File: config.mk
export PLATFORM = sky130hd
export DESIGN_NAME = hbs_ctrl
export DESIGN_NICKNAME = d
export VERILOG_FILES = /design/src/rtl/hbs_pkg.sv /design/src/rtl/hbs_ctrl.sv
export VERILOG_INCLUDE_DIRS = /design/src /design/src/rtl
export SDC_FILE = /design/constraint.sdc
export NUM_CORES = 1
export LEC_CHECK = 0
export BUFFER_PORTS_ARGS = -buffer_cell sky130_fd_sc_hd__buf_2
export CORE_AREA = 4 4 41 43
export DETAILED_ROUTE_END_ITERATION = 10
export DIE_AREA = 0 0 45 47
export GPL_TIMING_DRIVEN = 0
export HOLD_SLACK_MARGIN = 0.08
export PLACE_DENSITY = 0.52
export SETUP_SLACK_MARGIN = 0.4
export SLEW_MARGIN = 5
export SYNTH_ARGS = -nofsm -noshare
export SYNTH_HDL_FRONTEND = slang
export SYNTH_SLANG_ARGS = --single-unit
File: constraint.sdc
create_clock -name clk -period 1.28 [get_ports clk]
set_input_delay 0.128 -clock clk [delete_from_list [all_inputs] [get_ports clk]]
set_output_delay 0.128 -clock clk [all_outputs]
set_load 0.02 [all_outputs]
File: src/rtl/heightmap_brush_stamp_engine_defines.svh
// Assertion macros for the brush stamp engine.
`ifndef HEIGHTMAP_BRUSH_STAMP_ENGINE_DEFINES_SVH
`define HEIGHTMAP_BRUSH_STAMP_ENGINE_DEFINES_SVH
`ifndef SYNTHESIS
`define HBS_ASSERT(lbl, prop, msg) \
  lbl: assert property (@(posedge clk) disable iff (!rst_n) prop) else $error(msg);
`define HBS_ASSERT_RST(lbl, prop, msg) \
  lbl: assert property (@(posedge clk) prop) else $error(msg);
`else
`define HBS_ASSERT(lbl, prop, msg)
`define HBS_ASSERT_RST(lbl, prop, msg)
`endif
`endif

File: src/rtl/hbs_pkg.sv
// Shared types and constants of the brush stamp engine.
`timescale 1ns / 1ps
package hbs_pkg;
  localparam int MapWidthDef  = 256;
  localparam int MapHeightDef = 256;
  localparam logic [1:0] OP_CLEAR = 2'd0;
  localparam logic [1:0] OP_STAMP = 2'd1;
  localparam logic [1:0] OP_QUERY = 2'd2;
  localparam logic [2:0] REG_MODE = 3'd0;
  localparam logic [2:0] REG_RADIUS = 3'd1;
  localparam logic [2:0] REG_HSTR = 3'd2;
  localparam logic [2:0] REG_BSTR = 3'd3;
  localparam logic [2:0] REG_BTGT = 3'd4;
  localparam logic [2:0] REG_HSCL = 3'd5;
  localparam logic [2:0] REG_CLRH = 3'd6;
  localparam logic [2:0] REG_CLRB = 3'd7;
  localparam logic [16:0] ONE_Q16 = 17'd65536;

  typedef struct packed {
    logic       start_clear;
    logic       start_stamp;
    logic       start_query;
  } cmd_t;

  typedef struct packed {
    logic       walk_done;
    logic       query_done;
  } sts_t;
endpackage

File: src/rtl/hbs_ctrl.sv
// Sequencing controller of the brush stamp engine.
`timescale 1ns / 1ps
`include "heightmap_brush_stamp_engine_defines.svh"
module hbs_ctrl (
  input  logic           clk,
  input  logic           rst_n,
  input  logic           in_valid,
  output logic           in_stall,
  input  logic [1:0]     in_operation,
  input  logic           radius_zero,
  output logic           out_valid,
  input  logic           out_stall,
  output logic [1:0]     kind,
  output logic           applied,
  output hbs_pkg::cmd_t  cmd,
  input  hbs_pkg::sts_t  sts
);
  localparam logic [1:0] S_IDLE = 2'd0;
  localparam logic [1:0] S_BUSY = 2'd1;
  localparam logic [1:0] S_OUT  = 2'd2;
  localparam logic [1:0] S_INIT = 2'd3;
  logic [1:0] state_r, state_nxt;
  logic [1:0] kind_r, kind_nxt;
  logic       app_r, app_nxt;
  logic       take;

  assign in_stall = (state_r != S_IDLE);
  assign take = in_valid && !in_stall;
  assign out_valid = (state_r == S_OUT);
  assign kind = kind_r;
  assign applied = app_r;

  always_comb begin
    state_nxt = state_r;
    kind_nxt = kind_r;
    app_nxt = app_r;
    cmd = '0;
    case (state_r)
      S_IDLE: begin
        if (take) begin
          kind_nxt = in_operation;
          case (in_operation)
            hbs_pkg::OP_CLEAR: begin
              cmd.start_clear = 1'b1; app_nxt = 1'b1; state_nxt = S_BUSY;
            end
            hbs_pkg::OP_STAMP: begin
              app_nxt = !radius_zero;
              if (radius_zero) state_nxt = S_OUT;
              else begin
                cmd.start_stamp = 1'b1; state_nxt = S_BUSY;
              end
            end
            hbs_pkg::OP_QUERY: begin
              cmd.start_query = 1'b1; app_nxt = 1'b1; state_nxt = S_BUSY;
            end
            default: begin
              app_nxt = 1'b0; state_nxt = S_OUT;
            end
          endcase
        end
      end
      S_BUSY: begin
        if (sts.walk_done || sts.query_done) state_nxt = S_OUT;
      end
      S_OUT: begin
        if (!out_stall) state_nxt = S_IDLE;
      end
      // zeroing pass after reset, no result
      S_INIT: begin
        if (sts.walk_done) state_nxt = S_IDLE;
      end
      default: state_nxt = S_IDLE;
    endcase
  end

  always_ff @(posedge clk) begin
    if (!rst_n) begin
      state_r <= S_INIT;
      kind_r <= 2'd0;
      app_r <= 1'b0;
    end else begin
      state_r <= state_nxt;
      kind_r <= kind_nxt;
      app_r <= app_nxt;
    end
  end

  `HBS_ASSERT(a_no_take_busy, (state_r != S_IDLE) |-> in_stall, "accept while busy")
  `HBS_ASSERT(a_out_holds, (out_valid && out_stall) |=> (out_valid && $stable(kind_r)),
    "result dropped")
  `HBS_ASSERT(a_done_busy, (sts.walk_done || sts.query_done) |-> (state_r == S_BUSY || state_r == S_INIT),
    "done outside busy")
endmodule

* Word-level counts from Yosys, hierarchy flattened
Index checks and enable logic that the tools add are counted.
** Cells by class
- Equal/unequal tests :: 9
- Mux-type cells :: 14
- Reductions and logical operators :: 10
** Operators by type and width (number)
- 2-to-1 mux 2 bit :: 5
- != test 2 bit (second input constant) :: 4
- one-hot mux 2 bit (4 select lines) :: 1
- == test 2 bit (second input constant) :: 3
- 2-to-1 mux 3 bit :: 2
- == test 2 x 1 -> 1 bit (second input constant) :: 2
- zero test 2 bit :: 2
- 2-to-1 mux 1 bit :: 4
- one-hot mux 2 bit (2 select lines) :: 1
- AND reduction 4 bit :: 1
- zero test 1 bit :: 2
- one-hot mux 1 bit (2 select lines) :: 1
- AND reduction 2 bit :: 1
- nonzero test 2 bit :: 1
- OR reduction 2 bit :: 1
- logical AND 1 bit :: 1
- logical OR 1 bit :: 1
** Word-level totals
- Register bits :: 5
- Bits of input ports :: 9
- Output and inout bits :: 8
- Word-level logic and storage cells :: 36

* Depth between registers and ports, before layout
Gate-level depths: netlist (run 1).
- Word-level depth :: 5
- Gate-level depth with buffers :: 4
- Mapped depth without buffers :: 3

* Least setup slack after synthesis (run 1)
No wires, ideal clock.
- Path type :: reg-to-output
- Start :: register state_r[0]
- End :: output port cmd[1] (netlist bit)
- Arrival time :: 1.310 ns
- Data required time :: 1.152 ns
- Path slack :: -0.158 ns
- Stages on the path, launching flop included :: 4
- Buffers on the path :: 1
- Path through :: dfxtp_1 > or3b_1 > buf_6 > nor4b_2
** RTL lines
- from (decl) :: RTL line hbs_ctrl.sv:22 : logic [1:0] state_r, state_nxt;
- from (signal assigned) :: RTL line hbs_ctrl.sv:82 : state_r <= state_nxt;
- to (decl) :: RTL line hbs_ctrl.sv:15 : output hbs_pkg::cmd_t cmd,

==> impl_metrics.tcl, run 1 <==
set metrics [dict create \
    run_status "finished, violations left" \
    violations "negative setup slack" \
    rows 13 \
    worst_pin_slew_ps 472 \
    period_needed_ps 1600 \
    cts_root_buf "clkbuf_4" \
    p_sw_w 0.000133 \
    fmax_mhz 625 \
    dr.first_iter.drc_count 6 \
    fp.dieH_um 47 \
    power_density_nw_per_um2 858 \
    ant_nets 0 \
    ys.warnings.count 0 \
    drv_slew 0 \
    p_leak_nw 0.247 \
    drive_gt1_share_pct 70.0 \
    die_w_um 45 \
    viasPerCell 4.36 \
    worstSetupEndpointType "output pin" \
    reg2reg_from "state_r[1]$_SDFFE_PN1P_" \
    clk_pin_slew_ps 50 \
    place_congestion 0.681 \
    cts_hold_buf 0 \
    grt_pass1_wl_um 1200 \
    finalClockSkew_ps 8.03 \
    yosysSeqAreaShare_pct 36.5 \
    worst-setup-path-type "reg2out" \
    setup_ws_ps -320 \
    cp_slowest_stage_delay_ps 380 \
    synth.cell_area_um2 274 \
    initial_utilization_pct 21.1 \
    dr_total_vias 327 \
    comb_power_share_pct 28.4 \
    grt_max_degree 8 \
    io_buffers 16 \
    n_fill_cell 131 \
    cp_max_fo 4 \
    core-area_um2 1300 \
    rsz0062_at_grt "true" \
    drc 0 \
    slew_headroom_pct 68.2 \
    syn_nets 40 \
    io_pins 17 \
    path_buf_inv 3 \
    antenna_found_initial 0 \
    worstPathArrival_ps 1470 \
    power_frac_clock_pct 37.2 \
    finalNonFillerCells 75 \
    crit_chain "or3b_1 > buf_6 > buf_4 > nor3_4 > buf_6" \
    max_cap_viol_count 0 \
    worst_path_most_repeated_cell "buf_6" \
    power_frac_seq_pct 34.4 \
    clk_latency_ps 240 \
    dp_cells 62 \
    die_area_um2 2120 \
    critical-path-top-delay-family "simple AND/OR/NAND/NOR gates" \
    htree_levels 1 \
    hold_violations 0 \
    p_total_w 0.000494 \
    ys_types 20 \
    netlist_instances 31 \
    diodes 0 \
    min_from "rst_n" \
    fin_crit_sh_pct 125 \
    critPathLaunchType "flip-flop" \
    required_ps 1150 \
    ir_drop_mv 0.532 \
    gr-usage-all-layers_pct 8.16 \
    drt_pass1_iterations 3 \
    critPathLaunch "state_r[1]$_SDFFE_PN1P_" \
    clkSinkCount 5 \
    swShare_pct 27.0 \
    layout_common_cells "buf_2, buf_6, buf_4" \
    hold_class "in2reg" \
    first_global_vias 293 \
    num-nets-final 70 \
    place_hpwl_um 539 \
    wl_per_cell_um 10.5 \
    worst_path_max_delay_cell "or3b_1" \
    overflow 0 \
    clk_path_buf_depth 2 \
    tritoncts "yes" \
    layout_commonest_cell "buf_2" \
    synth.avg_cell_area_um2 8.84 \
    finalSetupViolCount 8 \
    area_delta_synth_final_pct 110 \
    wl_um 788 \
    ys_ff_latch 5 \
    cts-buffers-inserted 3 \
    p_int_w 0.000361 \
]
-- per-stage QoR --
| stage | TNS, ps | hold WS, ps | instance area [um2] | setup slack (ps) | util, % |
|---|---|---|---|---|---|
| 6_report | -1200 | 122 | 576 | -320 | 44.2 |
| 4_1_cts | -841 | 86.1 | 488 | -334 | 37.5 |
| 3_5_place_dp | -224 | 345 | 394 | -116 | 30.3 |
| 2_1_floorplan | -58.1 | 200 | 295 | -34.2 | - |
| 5_1_grt | -1600 | 113 | 576 | -401 | 44.2 |
| 3_3_place_gp | -175 | 343 | 394 | -105 | 30.3 |
-- area by class of cell --
| cell class | count | area [um2] | share of cell area [%] |
|---|---|---|---|
| Clock buffer | 4 | 26.3 | 4.57 |
| Multi-Input combinational cell | 25 | 218 | 37.8 |
| Sequential cell | 5 | 109 | 18.9 |
| Buffer | 1 | 11.3 | 1.96 |
| Tap cell | 15 | 18.8 | 3.26 |
| Timing Repair Buffer | 25 | 193 | 33.5 |
-- Yosys cell counts (all sizes together) --
cell / number / area share, %
dfxtp: 5 / 37
nand2: 5 / 6.9
a21boi: 2 / 5.5
nor2: 2 / 2.7
nor3: 2 / 3.7
nor3b: 2 / 7.3
o21ai: 2 / 5.0
or2: 2 / 4.6
a21oi: 1 / 1.8
a311oi: 1 / 3.2
and2b: 1 / 3.2
buf: 1 / 4.1
nand2b: 1 / 2.3
nand3: 1 / 1.8
nand3b: 1 / 2.7
nor4b: 1 / 5.5
or3b: 1 / 3.2
-- per-layer routing --
| layer | vias to the layer above | GRT usage, % | routed length, um |
|---|---|---|---|
| met5 | - | 0 | 0 |
| li1 | 167 | - | - |
| met4 | 0 | 3.51 | 0 |
| met2 | 15 | 11.9 | 316 |
| met3 | 0 | 4.98 | 79 |
| met1 | 145 | 9.63 | 392 |
-- power groups by stage --
stage,logic [W],registers (W),clock network (W)
final,0.000140,0.000170,0.000184
after CTS,0.000108,0.000169,0.000193
after detailed placement,0.0000766,0.000179,0
after floorplan,0.0000404,0.000180,0
after global routing,0.000151,0.000171,0.000210
after global placement,0.0000757,0.000178,0
-- cell families after synthesis --
| family | share of synthesized area (%) |
|---|---|
| buf+inv | 4.11 |
| flops | 36.5 |
| compound gates | 15.5 |
| simple gates | 43.8 |
-- timing repair --
| action | CTS | global route |
|---|---|---|
| pin swaps | 2 | 9 |
| resized for setup | 14 | 12 |
| setup buffers | 3 | 6 |
| endpoints found under the setup margin | 10 | 11 |
-- sequential cells by signal, indices dropped and copies added (netlist names) --
| name | count |
|---|---|
| state_r | 2 |
| kind | 2 |
| applied | 1 |
-- final timing paths --
path | endpoint | slack, ps | cells past startpoint
setup / recovery | cmd[2] | -320 | 5
hold / removal | state_r[0]$_SDFFE_PN1P_ | 120 | 2
setup reg to reg | state_r[1]$_SDFFE_PN1P_ | -110 | 6
hold reg to reg | kind[0]$_SDFFE_PN0P_ | 470 | 2
No activity file was read; power rests on OpenSTA's default activity.
==> run 2, diff against run 1 <==
Settings changed: GPL_TIMING_DRIVEN 0 to not set.
==> impl_metrics.tcl, run 2 (same netlist as run 1, synthesis figures left out) <==
set metrics [dict create \
    rr_worst_depth 5 \
    finalSetupViolCount 5 \
    clk_pin_slew_ps 50 \
    required_ps 1150 \
    worstSetupEndpointType "output pin" \
    worstPathArrival_ps 1380 \
    stdcell_area_um2 492 \
    slew_headroom_pct 78.5 \
    rsz0062_at_grt "true" \
    wl_um 735 \
    power_frac_clock_pct 40.0 \
    worst-setup-path-type "reg2out" \
    overflow 0 \
    rows 13 \
    p_int_w 0.000339 \
    first_global_vias 293 \
    tritoncts "yes" \
    fmax_mhz 664 \
    worst_pin_slew_ps 319 \
    ant_nets 0 \
    setup_ws_ps -227 \
    period_needed_ps 1510 \
    run_status "finished, violations left" \
    die_w_um 45 \
    min_path_cells 2 \
    gr-usage-all-layers_pct 8.31 \
    area_delta_synth_final_pct 79.5 \
    hold_class "in2reg" \
    antenna_found_initial 0 \
    cp_max_fo 4 \
    cts_root_buf "clkbuf_4" \
    io_buffers 16 \
    max_cap_viol_count 0 \
    drive_gt1_share_pct 61.8 \
    place_congestion 0.643 \
    clkSinkCount 5 \
    viasPerCell 4.33 \
    grt_max_degree 8 \
    layout_commonest_cell "buf_2" \
    clk_path_buf_depth 2 \
    p_leak_nw 0.212 \
    drt_pass1_iterations 2 \
    clk_latency_ps 240 \
    seqCellArea_um2 103 \
    fin_crit_sh_pct 118 \
    cts-buffers-inserted 3 \
    drv_slew 0 \
    comb_power_share_pct 23.1 \
    dr_total_vias 303 \
    fp.dieH_um 47 \
    io_pins 17 \
    diodes 0 \
    grt_pass1_wl_um 1210 \
    dpl_cell_area_um2 413 \
    dr.first_iter.drc_count 4 \
    layout_common_cells "buf_2, buf_4, nand2_1, buf_6" \
    finalClockSkew_ps 4.84 \
    die_area_um2 2120 \
    critPathLaunchType "flip-flop" \
    place_hpwl_um 570 \
    p_sw_w 0.000123 \
    num-nets-final 65 \
    hold_violations 0 \
    tns_ps -618 \
    violations "negative setup slack" \
    initial_utilization_pct 21.1 \
    htree_levels 1 \
    n_fill_cell 147 \
    wl_per_cell_um 10.5 \
    core-area_um2 1300 \
    drc 0 \
    power_frac_seq_pct 37.0 \
    ir_drop_mv 0.460 \
    power_density_nw_per_um2 940 \
    final_util_pct 37.8 \
    swShare_pct 26.6 \
    multiInputGateArea_um2 193 \
]
-- run 2: cell types whose count changed in the layout (fill, tap and decap cells not counted), sizes merged --
| cell | previous run | this run |
|---|---|---|
| buf | 26 | 21 |
-- run 2: metal layers --
| layer | part of all wire (%) | vias up | wire, um | track usage [%] |
|---|---|---|---|---|
| met5 | 0 | - | 0 | 0 |
| met4 | 1.5 | 0 | 11 | 7.02 |
| met3 | 8.3 | 2 | 61 | 3.45 |
| met2 | 43 | 13 | 315 | 10.2 |
| met1 | 47 | 130 | 346 | 11.0 |
| li1 | - | 158 | - | - |
-- run 2: what timing repair did --
| action | 4_1_cts | 5_1_grt |
|---|---|---|
| setup endpoints to repair | 10 | 11 |
| endpoints found under the hold margin | 0 | 0 |
| buffers inserted | 1 | 0 |
| cloned | 0 | 0 |
| hold buffers | 0 | 0 |
| resized for setup | 13 | 2 |
| pin swaps | 3 | 0 |
-- run 2: final timing paths --
path	from	to	slack, ps
max	state_r[0]$_SDFFE_PN1P_	cmd[1]	-230
min	rst_n	state_r[0]$_SDFFE_PN1P_	110
min reg2reg	kind[0]$_SDFFE_PN0P_	kind[0]$_SDFFE_PN0P_	440
max reg2reg	state_r[0]$_SDFFE_PN1P_	state_r[1]$_SDFFE_PN1P_	-20
-- run 2: stage by stage --
step | power, W | setup WS, ps | std cells | hold slack [ps]
after floorplan | 0.000220 | -34.2 | 31 | 200
after global placement | 0.000263 | -56.6 | 65 | 352
after detailed placement | 0.000265 | -74.2 | 65 | 348
after CTS | 0.000472 | -246 | 70 | 101
after global routing | 0.000498 | -293 | 70 | 107
final | 0.000462 | -227 | 70 | 109
-- run 2: area by class of cell --
| cell class | instances | area share [%] |
|---|---|---|
| multi-input cells | 25 | 39.2 |
| repair buffers | 21 | 30.8 |
| flip-flops and latches | 5 | 20.9 |
| clock buffers | 4 | 5.34 |
| well taps | 15 | 3.82 |
-- run 2: power by group through the flow --
| stage | clock (W) | sequential [W] | combinational, W |
|---|---|---|---|
| after floorplan | 0 | 0.000180 | 0.0000404 |
| after global placement | 0 | 0.000171 | 0.0000920 |
| after detailed placement | 0 | 0.000172 | 0.0000930 |
| after CTS | 0.000194 | 0.000170 | 0.000107 |
| after global routing | 0.000210 | 0.000171 | 0.000116 |
| final | 0.000185 | 0.000171 | 0.000107 |
-- run 2: critical path: stages, from the launching register on --
cell     delay, ps
dfxtp_2        310
or3b_4         440
nor4b_4        210
buf_4          170
==> run 3, diff against run 2 <==
Settings changed: REMOVE_ABC_BUFFERS set to 1.
==> impl_metrics.tcl, run 3 (same netlist as run 1, synthesis figures left out) <==
set metrics [dict create \
    run_status "finished, violations left" \
    violations "negative setup slack" \
    cts-buffers-inserted 3 \
    worstPathArrival_ps 1360 \
    layout_common_cells "buf_2, buf_4, buf_6" \
    path_buf_inv 1 \
    worst_path_max_delay_cell "or3b_4" \
    dpl_cell_area_um2 392 \
    rsz0062_at_grt "true" \
    initial_utilization_pct 21.1 \
    drive_gt1_share_pct 65.5 \
    gr-usage-all-layers_pct 9.10 \
    worstSetupEndpointType "output pin" \
    seqCellArea_um2 103 \
    period_needed_ps 1490 \
    io_buffers 16 \
    die_w_um 45 \
    core-area_um2 1300 \
    cp_slowest_stage_delay_ps 430 \
    antenna_found_initial 0 \
    tritoncts "yes" \
    drc 0 \
    cts_hold_buf 0 \
    place_congestion 0.683 \
    max_cap_viol_count 0 \
    ant_nets 0 \
    p_leak_nw 0.228 \
    htree_levels 1 \
    rrSetupSlack_ps -210 \
    cts_root_buf "clkbuf_4" \
    fin_crit_sh_pct 117 \
    io_pins 17 \
    layout_commonest_cell "buf_2" \
    drt_pass1_iterations 1 \
    first_global_vias 283 \
    fp.dieH_um 47 \
    dr.first_iter.drc_count 0 \
    crit_chain "or3b_4 > nor4b_4 > buf_4" \
    die_area_um2 2120 \
    area_delta_synth_final_pct 91.8 \
    wl_per_cell_um 12.9 \
    worst-setup-path-type "reg2out" \
    drv_slew 0 \
    place_hpwl_um 539 \
    worst_pin_slew_ps 551 \
    rows 13 \
    clkSinkCount 5 \
    clk_pin_slew_ps 40 \
    setup_ws_ps -213 \
    clk_latency_ps 240 \
    viasPerCell 4.26 \
    hold_violations 0 \
    grt_max_degree 8 \
    critical-path-top-delay-family "simple AND/OR/NAND/NOR gates" \
    multiInputGateArea_um2 194 \
    stdcell_area_um2 526 \
    p_total_w 0.000475 \
    clk_path_buf_depth 2 \
    diodes 0 \
    ir_drop_mv 0.413 \
    wl_um 942 \
    dr_total_vias 311 \
    hold_class "in2reg" \
    required_ps 1150 \
    slew_headroom_pct 62.9 \
    finalClockSkew_ps 3.55 \
    cp_max_fo 4 \
    n_fill_cell 143 \
    num-nets-final 68 \
    fmax_mhz 670 \
    grt_pass1_wl_um 1280 \
    power_density_nw_per_um2 904 \
    finalSetupViolCount 7 \
    overflow 0 \
    critPathLaunchType "flip-flop" \
]
==> run 3: changes by cell type in the layout (fill, tap and decap cells not counted), sizes merged <==
cell  change
buf       +3
==> run 3: path summary, 6_finish.rpt <==
path,startpoint,endpoint,cells after the start
worst max-delay path,state_r[0]$_SDFFE_PN1P_,cmd[1],3
worst min-delay path,rst_n,state_r[0]$_SDFFE_PN1P_,2
worst max register to register,state_r[0]$_SDFFE_PN1P_,applied$_SDFFE_PN0P_,7
worst min register to register,kind[0]$_SDFFE_PN0P_,kind[0]$_SDFFE_PN0P_,2
==> run 3: power breakdown <==
group | total (W) | internal, W | switching (W)
Combinational | 0.000119 | 0.0000631 | 0.0000559
Sequential | 0.000171 | 0.000166 | 0.00000542
Clock | 0.000185 | 0.000118 | 0.0000672
==> run 3: what timing repair did <==
| action | in CTS | in global routing |
|---|---|---|
| buffers inserted | 2 | 2 |
| pin swaps | 3 | 3 |
| resized for setup | 8 | 14 |
| endpoints found under the setup margin | 10 | 13 |
==> run 3: final cells by class <==
class                   count  share of cell area, %
well taps                  15                   3.57
clock buffers               4                   5.00
multi-input cells          25                   36.9
flip-flops and latches      5                   19.5
repair buffers             24                   35.0
==> run 3: metal layers <==
layer / global-route usage [%] / part of all wire [%]
met1: 8.90 / 38
met2: 14.7 / 55
met3: 5.75 / 5.8
met4: 5.26 / 0.85
met5: 0 / 0
==> run 3: through the flow <==
step	hold WS [ps]	instances	util (%)	setup TNS (ps)	worst slack [ps]
4_1_cts	97.6	71	35.1	-678	-221
6_report	141	73	40.4	-1250	-213
2_1_floorplan	200	30	-	-306	-146
5_1_grt	123	73	40.4	-1590	-286
3_5_place_dp	351	65	30.1	-6.70	-6.70
3_3_place_gp	347	65	30.1	0	8.13
